$ cat config.mk
export PLATFORM = sky130hd
export DESIGN_NAME = stepper_lift_positioner
export DESIGN_NICKNAME = d
export VERILOG_FILES = /design/src/design/slp_pkg.sv /design/src/design/stepper_lift_positioner.sv /design/src/design/slp_target.sv /design/src/design/slp_ctrl.sv
export SDC_FILE = /design/constraint.sdc
export NUM_CORES = 1
export LEC_CHECK = 0
export BUFFER_PORTS_ARGS = -buffer_cell sky130_fd_sc_hd__buf_2
export CAP_MARGIN = 20
export CORE_MARGIN = 3
export CORE_UTILIZATION = 60
export DETAILED_ROUTE_END_ITERATION = 7
export PLACE_DENSITY = 0.77
export SYNTH_ARGS = -nofsm -noshare
export SYNTH_HDL_FRONTEND = slang
export SYNTH_SLANG_ARGS = --single-unit
export TNS_END_PERCENT = 1
$ cat constraint.sdc
create_clock -name clk -period 13.6 [get_ports clk]
set_clock_uncertainty 0.2 [all_clocks]
set_input_delay 2.04 -clock clk [delete_from_list [all_inputs] [get_ports clk]]
set_output_delay 2.04 -clock clk [all_outputs]
set_load 0.005 [all_outputs]
$ cat src/design/slp_pkg.sv
// shared types, codes and helpers for the stepper lift positioner
`default_nettype none
package slp_pkg;

  // fixed field widths
  localparam int unsigned KNOB_W  = 24;
  localparam int unsigned OUT_W   = 24;
  localparam int unsigned HOLD_W  = 10;
  localparam int unsigned SCALE_W = 8;
  localparam int unsigned CODE_W  = 4;
  localparam int unsigned CFG_IDX_W  = 1;
  localparam int unsigned CFG_DATA_W = 10;

  // configuration register indexes
  localparam logic [CFG_IDX_W-1:0] REG_HOLD_TICKS = 1'd0;
  localparam logic [CFG_IDX_W-1:0] REG_STEPS_X2   = 1'd1;

  // configuration reset values
  localparam logic [HOLD_W-1:0]  HOLD_TICKS_RST = 10'd150;
  localparam logic [SCALE_W-1:0] STEPS_X2_RST   = 8'd5;

  // external mode codes
  localparam logic [CODE_W-1:0] MC_IDLE     = 4'd0;
  localparam logic [CODE_W-1:0] MC_SEEK     = 4'd1;
  localparam logic [CODE_W-1:0] MC_HOLD_UP  = 4'd2;
  localparam logic [CODE_W-1:0] MC_HOLD_DN  = 4'd3;
  localparam logic [CODE_W-1:0] MC_JOG_UP   = 4'd4;
  localparam logic [CODE_W-1:0] MC_JOG_DN   = 4'd5;
  localparam logic [CODE_W-1:0] MC_HOME_TOP = 4'd6;
  localparam logic [CODE_W-1:0] MC_HOME_BOT = 4'd7;
  localparam logic [CODE_W-1:0] MC_RELEASE  = 4'd8;

  // controller state, one-hot
  typedef enum logic [8:0] {
    MODE_IDLE     = 9'b000000001,
    MODE_SEEK     = 9'b000000010,
    MODE_HOLD_UP  = 9'b000000100,
    MODE_HOLD_DN  = 9'b000001000,
    MODE_JOG_UP   = 9'b000010000,
    MODE_JOG_DN   = 9'b000100000,
    MODE_HOME_TOP = 9'b001000000,
    MODE_HOME_BOT = 9'b010000000,
    MODE_RELEASE  = 9'b100000000
  } mode_t;

  // one tick item
  typedef struct packed {
    logic signed [KNOB_W-1:0] knob_clicks;
    logic                     knob_pressed;
    logic                     up_pressed;
    logic                     down_pressed;
    logic                     top_clear;
    logic                     bottom_clear;
  } tick_t;

  // one result item
  typedef struct packed {
    logic                    step_pulse;
    logic                    step_down;
    logic signed [OUT_W-1:0] position_steps;
    logic [CODE_W-1:0]       mode_code;
  } res_t;

  // state to external mode code
  function automatic logic [CODE_W-1:0] mode_code(input mode_t m);
    logic [CODE_W-1:0] c;
    unique case (m)
      MODE_IDLE:     c = MC_IDLE;
      MODE_SEEK:     c = MC_SEEK;
      MODE_HOLD_UP:  c = MC_HOLD_UP;
      MODE_HOLD_DN:  c = MC_HOLD_DN;
      MODE_JOG_UP:   c = MC_JOG_UP;
      MODE_JOG_DN:   c = MC_JOG_DN;
      MODE_HOME_TOP: c = MC_HOME_TOP;
      MODE_HOME_BOT: c = MC_HOME_BOT;
      MODE_RELEASE:  c = MC_RELEASE;
      default:       c = MC_IDLE;
    endcase
    return c;
  endfunction

endpackage
`default_nettype wire

$ cat src/design/stepper_lift_positioner.sv
// top level: tick input register, controller, result register, config registers
//
//  channel | direction | payload                                         | handshake
//  in_     | input     | knob_clicks, knob/up/down pressed, top/bot clear | in_valid / in_ready
//  out_    | output    | step_pulse, step_down, position_steps, mode_code | out_valid / out_ready
//  cfg_    | input     | cfg_index, cfg_data                             | cfg_valid / cfg_ready
//
// one transaction per clock sustained while out_ready is high; a transaction passes through
// the input register, then decision logic into the result register
// the one-tick decision path between the two registers holds a multiply, a saturate and a compare
// a stalled result holds the result register; the input register still takes one more
// transaction, then in_ready drops until the result is taken
// reset is synchronous and active low; cfg_ready is always high
`default_nettype none
module stepper_lift_positioner #(
  parameter int unsigned POS_WIDTH = 24
) (
  input  wire logic                                clk,
  input  wire logic                                rst_n,
  input  wire logic                                in_valid,
  output logic                                     in_ready,
  input  wire logic signed [slp_pkg::KNOB_W-1:0]   in_knob_clicks,
  input  wire logic                                in_knob_pressed,
  input  wire logic                                in_up_pressed,
  input  wire logic                                in_down_pressed,
  input  wire logic                                in_top_clear,
  input  wire logic                                in_bottom_clear,
  output logic                                     out_valid,
  input  wire logic                                out_ready,
  output logic                                     out_step_pulse,
  output logic                                     out_step_down,
  output logic signed [slp_pkg::OUT_W-1:0]         out_position_steps,
  output logic [slp_pkg::CODE_W-1:0]               out_mode_code,
  input  wire logic                                cfg_valid,
  output logic                                     cfg_ready,
  input  wire logic [slp_pkg::CFG_IDX_W-1:0]       cfg_index,
  input  wire logic [slp_pkg::CFG_DATA_W-1:0]      cfg_data
);

  logic                            in_vld_r;
  slp_pkg::tick_t                  in_item_r;
  logic                            out_vld_r;
  slp_pkg::res_t                   out_res_r;
  slp_pkg::res_t                   res;
  logic [slp_pkg::HOLD_W-1:0]      hold_ticks_r;
  logic [slp_pkg::SCALE_W-1:0]     scale_r;
  logic                            advance;
  logic                            fire;
  logic                            in_take;

  // stage control
  assign advance  = !out_vld_r || out_ready;
  assign fire     = in_vld_r && advance;
  assign in_ready = !in_vld_r || fire;
  assign in_take  = in_valid && in_ready;

  // configuration registers
  assign cfg_ready = 1'b1;

  always_ff @(posedge clk) begin
    if (!rst_n) begin
      hold_ticks_r <= slp_pkg::HOLD_TICKS_RST;
      scale_r      <= slp_pkg::STEPS_X2_RST;
    end else if (cfg_valid && cfg_ready) begin
      unique case (cfg_index)
        slp_pkg::REG_HOLD_TICKS: hold_ticks_r <= cfg_data;
        slp_pkg::REG_STEPS_X2:   scale_r      <= cfg_data[slp_pkg::SCALE_W-1:0];
        default: ;
      endcase
    end
  end

  // input register
  always_ff @(posedge clk) begin
    if (!rst_n) begin
      in_vld_r <= 1'b0;
    end else if (in_take) begin
      in_vld_r <= 1'b1;
    end else if (fire) begin
      in_vld_r <= 1'b0;
    end
  end

  always_ff @(posedge clk) begin
    if (in_take) begin
      in_item_r.knob_clicks  <= in_knob_clicks;
      in_item_r.knob_pressed <= in_knob_pressed;
      in_item_r.up_pressed   <= in_up_pressed;
      in_item_r.down_pressed <= in_down_pressed;
      in_item_r.top_clear    <= in_top_clear;
      in_item_r.bottom_clear <= in_bottom_clear;
    end
  end

  // decision logic and controller state
  slp_ctrl #(.POS_WIDTH(POS_WIDTH)) u_ctrl (
    .clk        (clk),
    .rst_n      (rst_n),
    .tick_en    (fire),
    .tick       (in_item_r),
    .hold_ticks (hold_ticks_r),
    .scale      (scale_r),
    .res        (res)
  );

  // result register
  always_ff @(posedge clk) begin
    if (!rst_n) begin
      out_vld_r <= 1'b0;
    end else if (fire) begin
      out_vld_r <= 1'b1;
    end else if (out_ready) begin
      out_vld_r <= 1'b0;
    end
  end

  always_ff @(posedge clk) begin
    if (fire) begin
      out_res_r <= res;
    end
  end

  assign out_valid          = out_vld_r;
  assign out_step_pulse     = out_res_r.step_pulse;
  assign out_step_down      = out_res_r.step_down;
  assign out_position_steps = out_res_r.position_steps;
  assign out_mode_code      = out_res_r.mode_code;

  // no direction flag without a step
  a_dir_needs_pulse: assert property (@(posedge clk) disable iff (!rst_n)
    out_vld_r && !out_res_r.step_pulse |-> !out_res_r.step_down)
    else $error("step direction set without a step");

  // hold and release wait never issue a step
  a_no_step_when_waiting: assert property (@(posedge clk) disable iff (!rst_n)
    out_vld_r && out_res_r.step_pulse |->
      (out_res_r.mode_code != slp_pkg::MC_HOLD_UP) &&
      (out_res_r.mode_code != slp_pkg::MC_HOLD_DN) &&
      (out_res_r.mode_code != slp_pkg::MC_RELEASE))
    else $error("step issued while waiting");

  // every processed tick produces a result next cycle
  a_fire_gives_result: assert property (@(posedge clk) disable iff (!rst_n)
    fire |=> out_vld_r)
    else $error("processed tick lost its result");

  // a held input tick is not dropped
  a_input_kept: assert property (@(posedge clk) disable iff (!rst_n)
    in_vld_r && !fire |=> in_vld_r)
    else $error("pending tick dropped");

endmodule
`default_nettype wire

$ cat src/design/slp_target.sv
// knob count to step target: -(scale * clicks) / 2, truncated, saturated
`default_nettype none
module slp_target #(
  parameter int unsigned POS_WIDTH = 24
) (
  input  wire logic signed [slp_pkg::KNOB_W-1:0]  clicks,
  input  wire logic [slp_pkg::SCALE_W-1:0]        scale,
  output logic signed [POS_WIDTH-1:0]             target
);

  localparam logic signed [32:0] PMAX = (33'sd1 <<< (POS_WIDTH - 1)) - 33'sd1;
  localparam logic signed [32:0] PMIN = -PMAX - 33'sd1;

  logic signed [32:0] prod;
  logic signed [32:0] neg;
  logic signed [32:0] half;
  logic signed [32:0] sat;

  // product and its negation both fit in 32 bits; they are held in 33
  always_comb begin
    prod = 33'($signed({1'b0, scale})) * 33'(clicks);
    neg  = -prod;
    // round toward zero before the arithmetic shift
    half = (neg + $signed({32'd0, neg[32]})) >>> 1;
    if (half > PMAX) begin
      sat = PMAX;
    end else if (half < PMIN) begin
      sat = PMIN;
    end else begin
      sat = half;
    end
    target = POS_WIDTH'(sat);
  end

endmodule
`default_nettype wire

$ cat src/design/slp_ctrl.sv
// mode state machine and position state, one tick per enabled cycle
`default_nettype none
module slp_ctrl #(
  parameter int unsigned POS_WIDTH = 24
) (
  input  wire logic                          clk,
  input  wire logic                          rst_n,
  input  wire logic                          tick_en,
  input  wire slp_pkg::tick_t                tick,
  input  wire logic [slp_pkg::HOLD_W-1:0]    hold_ticks,
  input  wire logic [slp_pkg::SCALE_W-1:0]   scale,
  output slp_pkg::res_t                      res
);

  localparam logic signed [POS_WIDTH-1:0] PMAX = {1'b0, {(POS_WIDTH-1){1'b1}}};
  localparam logic signed [POS_WIDTH-1:0] PMIN = {1'b1, {(POS_WIDTH-1){1'b0}}};

  slp_pkg::mode_t mode_r, mode_nxt;
  logic signed [POS_WIDTH-1:0] pos_r, pos_nxt;
  logic signed [POS_WIDTH-1:0] target_r, target_nxt;
  logic [slp_pkg::KNOB_W-1:0] offset_r, offset_nxt;
  logic [slp_pkg::KNOB_W-1:0] last_r, last_nxt;
  logic [slp_pkg::HOLD_W-1:0] hold_cnt_r, hold_cnt_nxt;

  logic [slp_pkg::KNOB_W-1:0] clicks;
  logic signed [POS_WIDTH-1:0] knob_target;
  logic signed [POS_WIDTH-1:0] pos_up, pos_dn;
  logic ok_up, ok_dn, goup, pulse, sdown;

  // knob count relative to the last zeroing
  assign clicks = tick.knob_clicks - offset_r;

  slp_target #(.POS_WIDTH(POS_WIDTH)) u_target (
    .clicks (clicks),
    .scale  (scale),
    .target (knob_target)
  );

  // saturating single steps and their gating
  assign pos_up = (pos_r == PMAX) ? pos_r : pos_r + POS_WIDTH'(1);
  assign pos_dn = (pos_r == PMIN) ? pos_r : pos_r - POS_WIDTH'(1);
  assign ok_up  = tick.top_clear && !tick.knob_pressed;
  assign ok_dn  = tick.bottom_clear && !tick.knob_pressed;
  assign goup   = target_r > pos_r;

  // next state
  always_comb begin
    mode_nxt     = mode_r;
    pos_nxt      = pos_r;
    target_nxt   = target_r;
    offset_nxt   = offset_r;
    last_nxt     = last_r;
    hold_cnt_nxt = hold_cnt_r;
    pulse        = 1'b0;
    sdown        = 1'b0;
    unique case (mode_r)
      slp_pkg::MODE_IDLE: begin
        if (clicks != last_r) begin
          last_nxt   = clicks;
          target_nxt = knob_target;
          if (knob_target != pos_r) begin
            mode_nxt = slp_pkg::MODE_SEEK;
          end
        end else if (tick.knob_pressed) begin
          pos_nxt    = '0;
          offset_nxt = tick.knob_clicks;
          last_nxt   = '0;
        end else if (tick.up_pressed) begin
          mode_nxt     = slp_pkg::MODE_HOLD_UP;
          hold_cnt_nxt = '0;
        end else if (tick.down_pressed) begin
          mode_nxt     = slp_pkg::MODE_HOLD_DN;
          hold_cnt_nxt = '0;
        end
      end
      slp_pkg::MODE_SEEK: begin
        if (pos_r == target_r) begin
          mode_nxt = slp_pkg::MODE_IDLE;
        end else if (goup ? ok_up : ok_dn) begin
          pulse   = 1'b1;
          sdown   = !goup;
          pos_nxt = goup ? pos_up : pos_dn;
          if ((goup ? pos_up : pos_dn) == target_r) begin
            mode_nxt = slp_pkg::MODE_IDLE;
          end
        end else begin
          mode_nxt = slp_pkg::MODE_IDLE;
        end
      end
      slp_pkg::MODE_HOLD_UP: begin
        if (hold_cnt_r < hold_ticks) begin
          hold_cnt_nxt = hold_cnt_r + 1'b1;
        end else if (tick.up_pressed) begin
          mode_nxt = slp_pkg::MODE_JOG_UP;
        end else if (!pos_r[POS_WIDTH-1]) begin
          mode_nxt = slp_pkg::MODE_HOME_TOP;
        end else begin
          target_nxt = '0;
          mode_nxt   = slp_pkg::MODE_SEEK;
        end
      end
      slp_pkg::MODE_HOLD_DN: begin
        if (hold_cnt_r < hold_ticks) begin
          hold_cnt_nxt = hold_cnt_r + 1'b1;
        end else if (tick.down_pressed) begin
          mode_nxt = slp_pkg::MODE_JOG_DN;
        end else if (pos_r[POS_WIDTH-1] || (pos_r == '0)) begin
          mode_nxt = slp_pkg::MODE_HOME_BOT;
        end else begin
          target_nxt = '0;
          mode_nxt   = slp_pkg::MODE_SEEK;
        end
      end
      slp_pkg::MODE_JOG_UP: begin
        if (!tick.up_pressed) begin
          mode_nxt = slp_pkg::MODE_IDLE;
        end else if (ok_up) begin
          pulse   = 1'b1;
          pos_nxt = pos_up;
        end
      end
      slp_pkg::MODE_JOG_DN: begin
        if (!tick.down_pressed) begin
          mode_nxt = slp_pkg::MODE_IDLE;
        end else if (ok_dn) begin
          pulse   = 1'b1;
          sdown   = 1'b1;
          pos_nxt = pos_dn;
        end
      end
      slp_pkg::MODE_HOME_TOP: begin
        if (ok_up) begin
          pulse   = 1'b1;
          pos_nxt = pos_up;
        end else begin
          mode_nxt = slp_pkg::MODE_RELEASE;
        end
      end
      slp_pkg::MODE_HOME_BOT: begin
        if (ok_dn) begin
          pulse   = 1'b1;
          sdown   = 1'b1;
          pos_nxt = pos_dn;
        end else begin
          mode_nxt = slp_pkg::MODE_RELEASE;
        end
      end
      slp_pkg::MODE_RELEASE: begin
        if (!tick.knob_pressed) begin
          mode_nxt = slp_pkg::MODE_IDLE;
        end
      end
      default: begin
        mode_nxt = slp_pkg::MODE_IDLE;
      end
    endcase
  end

  // result of this tick
  always_comb begin
    res.step_pulse     = pulse;
    res.step_down      = sdown;
    res.position_steps = slp_pkg::OUT_W'(pos_nxt);
    res.mode_code      = slp_pkg::mode_code(mode_nxt);
  end

  // state registers
  always_ff @(posedge clk) begin
    if (!rst_n) begin
      mode_r     <= slp_pkg::MODE_IDLE;
      pos_r      <= '0;
      target_r   <= '0;
      offset_r   <= '0;
      last_r     <= '0;
      hold_cnt_r <= '0;
    end else if (tick_en) begin
      mode_r     <= mode_nxt;
      pos_r      <= pos_nxt;
      target_r   <= target_nxt;
      offset_r   <= offset_nxt;
      last_r     <= last_nxt;
      hold_cnt_r <= hold_cnt_nxt;
    end
  end

endmodule
`default_nettype wire
; Word-level counts from Yosys, hierarchy flattened
; Index checks and enable logic that the tools add are counted.
[op_classes]
n_mul = 1
n_eq_ne = 34
reduce_logical = 24
div_mod_pow = 0
n_lt_le_gt_ge = 4
n_mux = 66
n_addsub = 6
shifts = 0
bitwise_logic = 2
[op_table]
columns = cell, n
row1 = 24-bit two-way mux, 22
row2 = 9-bit two-way mux, 17
row3 = 24-bit one-hot mux with 6 select lines, 1
row4 = 9-bit one-hot mux with 9 select lines, 1
row5 = 24-bit one-hot mux with 3 select lines, 1
row6 = 10-bit two-way mux, 5
row7 = 24-bit equality test, 2
row8 = "24-bit equality test, second input constant", 2
row9 = 24-bit != test, 2
row10 = 33-bit by 2-bit adder with 33-bit output, 1
row11 = 9-bit by 24-bit multiplier with 33-bit output, 1
row12 = 33-bit negation, 1
row13 = "32-bit by 24-bit > comparator with 1-bit output, second input constant", 1
row14 = "32-bit by 24-bit less-than comparator with 1-bit output, second input constant", 1
row15 = 4-bit one-hot mux with 8 select lines, 1
row16 = "24-bit by 2-bit adder with 24-bit output, second input constant", 1
row17 = 24-bit > comparator, 1
row18 = 24-bit zero test, 1
row19 = "24-bit by 2-bit subtractor with 24-bit output, second input constant", 1
row20 = 24-bit subtractor, 1
row21 = 10-bit one-hot mux with 2 select lines, 1
row22 = "9-bit by 2-bit equality test with 1-bit output, second input constant", 2
row23 = "9-bit by 3-bit equality test with 1-bit output, second input constant", 2
row24 = "9-bit by 4-bit equality test with 1-bit output, second input constant", 2
row25 = other kinds (28), 66
[totals]
out_inout_bits = 33
regBits = 194
word_cells = 157
inputBits = 45
n_memories = 0
mem_bits_rw = 0
romBits = 0
latch_bits = 0

; Longest topological paths before layout
[depth]
depth_word = 13
mapped_depth = 48
mapped_depth_nobuf = 46

; Hierarchy
; A second synthesis with hierarchy kept.
[unflattened]
hier_cells = 2892
hier_area_um2 = 23193.5
[by_module_without_submodules]
columns = module, n_inst, area_each_um2, seq_area_each_um2, cells_each
row1 = slp_ctrl, 1, 11528.6, 2302.2, 1643
row2 = slp_target, 1, 9053.7, 0.0, 1101
row3 = stepper_lift_positioner, 1, 2611.3, 2172.1, 148

; Least setup slack after synthesis
; No wires, ideal clock.
[synth_timing]
path_kind = flip-flop to flip-flop
startpoint = register in_item_r[9] in the netlist's numbering
endpoint = register out_res_r (netlist bit out_mode_code[0]), data pin
setup_time_ns = 0.263
stages_incl_launch_ff = 43
n_path_buf = 1
setup_slack_ns = 2.930
arrival_time_ns = 10.207
cell_sequence = edfxtp_1 ha_1 o41ai_1 a21oi_1 a221o_1 a211oi_1 o31ai_1 a21oi_1 xnor2_1 nand2_1 inv_1 fa_1 inv_1 fa_1 fa_1 fa_1 inv_1 fa_1 (+7 left out) a31oi_1 nand2b_1 nor2_1 ha_1 nand3_1 nor2b_1 nand2_1 or4_4 nor3_4 and4_4 xnor2_2 a41oi_4 or3_1 o221ai_1 nor3b_2 nand2_1 o211ai_2 nand3b_1
[synth_rtl]
columns = element, line_no
row1 = "start, declared", stepper_lift_positioner.sv:41  ; slp_pkg::tick_t in_item_r;
row2 = "end signal, assigned", stepper_lift_positioner.sv:119  ; out_res_r <= res;
row3 = "end, declared", stepper_lift_positioner.sv:43  ; slp_pkg::res_t out_res_r;

==> flow_metrics.env <==
export IMPL_vias=22170
export IMPL_groute_usage_overall_pct=37.41
export IMPL_drive_gt1_share_pct=8.217
export IMPL_worstHoldPathCells=2
export IMPL_max_stage_delay_ps=760
export IMPL_finalCritPeriodShare_pct=93.58
export IMPL_post_route_util_pct=65.31
export IMPL_avgViaCountPerCell=6.412
export IMPL_wl_per_cell_um=22.41
export IMPL_final_hold_viol_count=0
export IMPL_synth_nets=3274
export IMPL_wl_mm=77.46
export IMPL_worst_hold_path_type="flop to flop"
export IMPL_final_common_cell="inv_1"
export IMPL_antenna_left=0
export IMPL_drc=2
export IMPL_rsz0062_at_grt="no"
export IMPL_hold_ws_ps=268.9
export IMPL_num_io_pins=78
export IMPL_setup_worst_path_start_class="flop"
export IMPL_async_reset_ff_share_pct=0
export IMPL_worstSetupPathDepth=44
export IMPL_cts_made_buffers=17
export IMPL_avgSynthCellArea_um2=7.976
export IMPL_syn2layout_area_growth_pct=6.584
export IMPL_die_w_um=202.8
export IMPL_drt_iter0_drc=2444
export IMPL_final_cell_mix="inv_1, nor2_1, nand2_1, a21oi_1, ha_1"
export IMPL_path_max_fanout=18
export IMPL_period_needed_ps=12730
export IMPL_die_h_um=202.8
export IMPL_path_class="flop to flop"
export IMPL_grt_ovfl_total=0
export IMPL_yosys_top_cells_area="fa_1, dfxtp_1, ha_1, edfxtp_1, inv_1"
export IMPL_path_buf_inv=3
export IMPL_crit_family="compound AO/OA/AOI/OAI gates"
export IMPL_synth_seq_cells=194
export IMPL_dpl_hpwl_mm=59.94
export IMPL_start_util_pct=61.27
export IMPL_cap_violations=0
export IMPL_cpMostUsedCell="fa_1"
export IMPL_nNetsFinal=3292
export IMPL_clk_pin_slew_ps=80
export IMPL_ctsHoldBuffers=0
export IMPL_synth_distinct_cells=119
export IMPL_end_kind="flop"
export IMPL_insertion_delay_ps=480
export IMPL_grt_max_degree=84
export IMPL_cts_buffer_depth=2
export IMPL_finalSetupViolations=0
export IMPL_gp_congestion=1.038
export IMPL_max_freq_ghz=0.07858
export IMPL_coreArea_um2=37930
export IMPL_syn_inst=2914
export IMPL_cp_required_ps=13610
export IMPL_final_max_slew_viol_count=0
export IMPL_h_tree_depth=4
export IMPL_cts_tree="built"
export IMPL_die_area_um2=41130
export IMPL_worstMarginPinSlew_ps=1127
export IMPL_cts_setup_buffers=0
export IMPL_slew_headroom_pct=24.59
export IMPL_synth_top_area_share_pct=13.26
export IMPL_rows=71
export IMPL_netlist_area_um2=23240
export IMPL_outcome="finished, violations left"
export IMPL_ff2ff_path_depth=44
export IMPL_antenna_found_initial=2
export IMPL_clkSinkCount=194
export IMPL_root_buffer="clkbuf_16"
export IMPL_yosys_warnings=0
export IMPL_violations="design-rule violations"
export IMPL_fin_setup_tns_ps=0
export IMPL_portBuffers=76
export IMPL_grt_pass1_wl_mm=121.6
export IMPL_cpMaxStageDelayCell="xnor2_1"
export IMPL_cp_data_arrival_time_ps=12740
export IMPL_yosys_area_top_type="fa_1"
export IMPL_synth_seq_area_share_pct=19.25
export IMPL_synthFlopType="dfxtp_1"
export IMPL_post_cts_resized=0
export IMPL_grt_pass1_vias=21770
export IMPL_synth_edf_count=59
export IMPL_dr_pass1_iters=8
[worst paths after layout]
path,startpoint,slack (ps),end
max reg2reg,in_item_r[5]$_DFFE_PP_,870,out_mode_code[0]$_DFFE_PP_
min reg2reg,hold_ticks_r[6]$_SDFFE_PN0P_,270,hold_ticks_r[6]$_SDFFE_PN0P_
min,hold_ticks_r[6]$_SDFFE_PN0P_,270,hold_ticks_r[6]$_SDFFE_PN0P_
max,in_item_r[5]$_DFFE_PP_,870,out_mode_code[0]$_DFFE_PP_
[logic make-up (layout without fill, tap and decap cells)]
family          Yosys count  after routing  share of synthesized area (%)
mux                      45             45                          1.943
compound gates          645            645                          18.80
buf+inv                 480            511                          7.919
simple gates           1074           1074                          23.62
flops                   194            194                          19.25
xor+xnor                160            160                          6.519
other cells               1              2                        0.01613
fa+ha+maj               315            315                          21.93
[metal layers]
layer | global-route usage (%) | part of all wire [%] | up-vias
met5 | 0 | 0.052 | -
met4 | 19.90 | 6.2 | 2
met3 | 7.023 | 8.7 | 289
met2 | 59.90 | 45 | 1245
met1 | 48.21 | 40 | 10550
li1 | - | - | 10080
[flip-flops by register name, indices dropped and copies added, names as in the netlist, 9 cells and up]
register,cells
u_ctrl.last_r,24
out_position_steps,24
in_item_r,29
u_ctrl.mode_r,9
hold_ticks_r,10
u_ctrl.hold_cnt_r,10
u_ctrl.pos_r,24
u_ctrl.offset_r,24
u_ctrl.target_r,24
[tightest hold or removal path, cell delays in order, from the launching register on]
cell and delay [ps]:
dfxtp_1 320, nand2_1 50, a21oi_1 50
[synth_stat cells, types with 35 or more instances]
cell type	instances
a21o_1	40
a21oi_1	180
and2_1	154
clkbuf_1	115
dfxtp_1	135
edfxtp_1	59
fa_1	154
ha_1	161
inv_1	340
mux2i_1	44
nand2_1	266
nand3_1	57
nand4_1	43
nor2_1	267
nor3_1	53
nor4_1	35
o21ai_0	117
xnor2_1	104
xor2_1	46
[metrics by stage]
stage	cells	setup slack (ps)	area (µm²)
floorplan	2914	2930	23240
global placement	3421	1490	24150
detailed placement	3422	1109	24150
CTS	3454	1080	24750
global route	3456	41.67	24770
finish	3457	873.6	24770
[area by class of cell]
class                      count  area, µm²
timing repair buffer         138      849.6
tap                          511      639.4
antenna                        1      2.502
multi-input combinational   2240      16930
clock inverter                14      163.9
sequential                   194       4474
fill                        3306      13160
inverter                     341       1281
clock buffer                  18      429.2
Power is left out: the tool's default activity adds up to more than one toggle a clock period on the data nets, which glitch-free logic cannot reach.
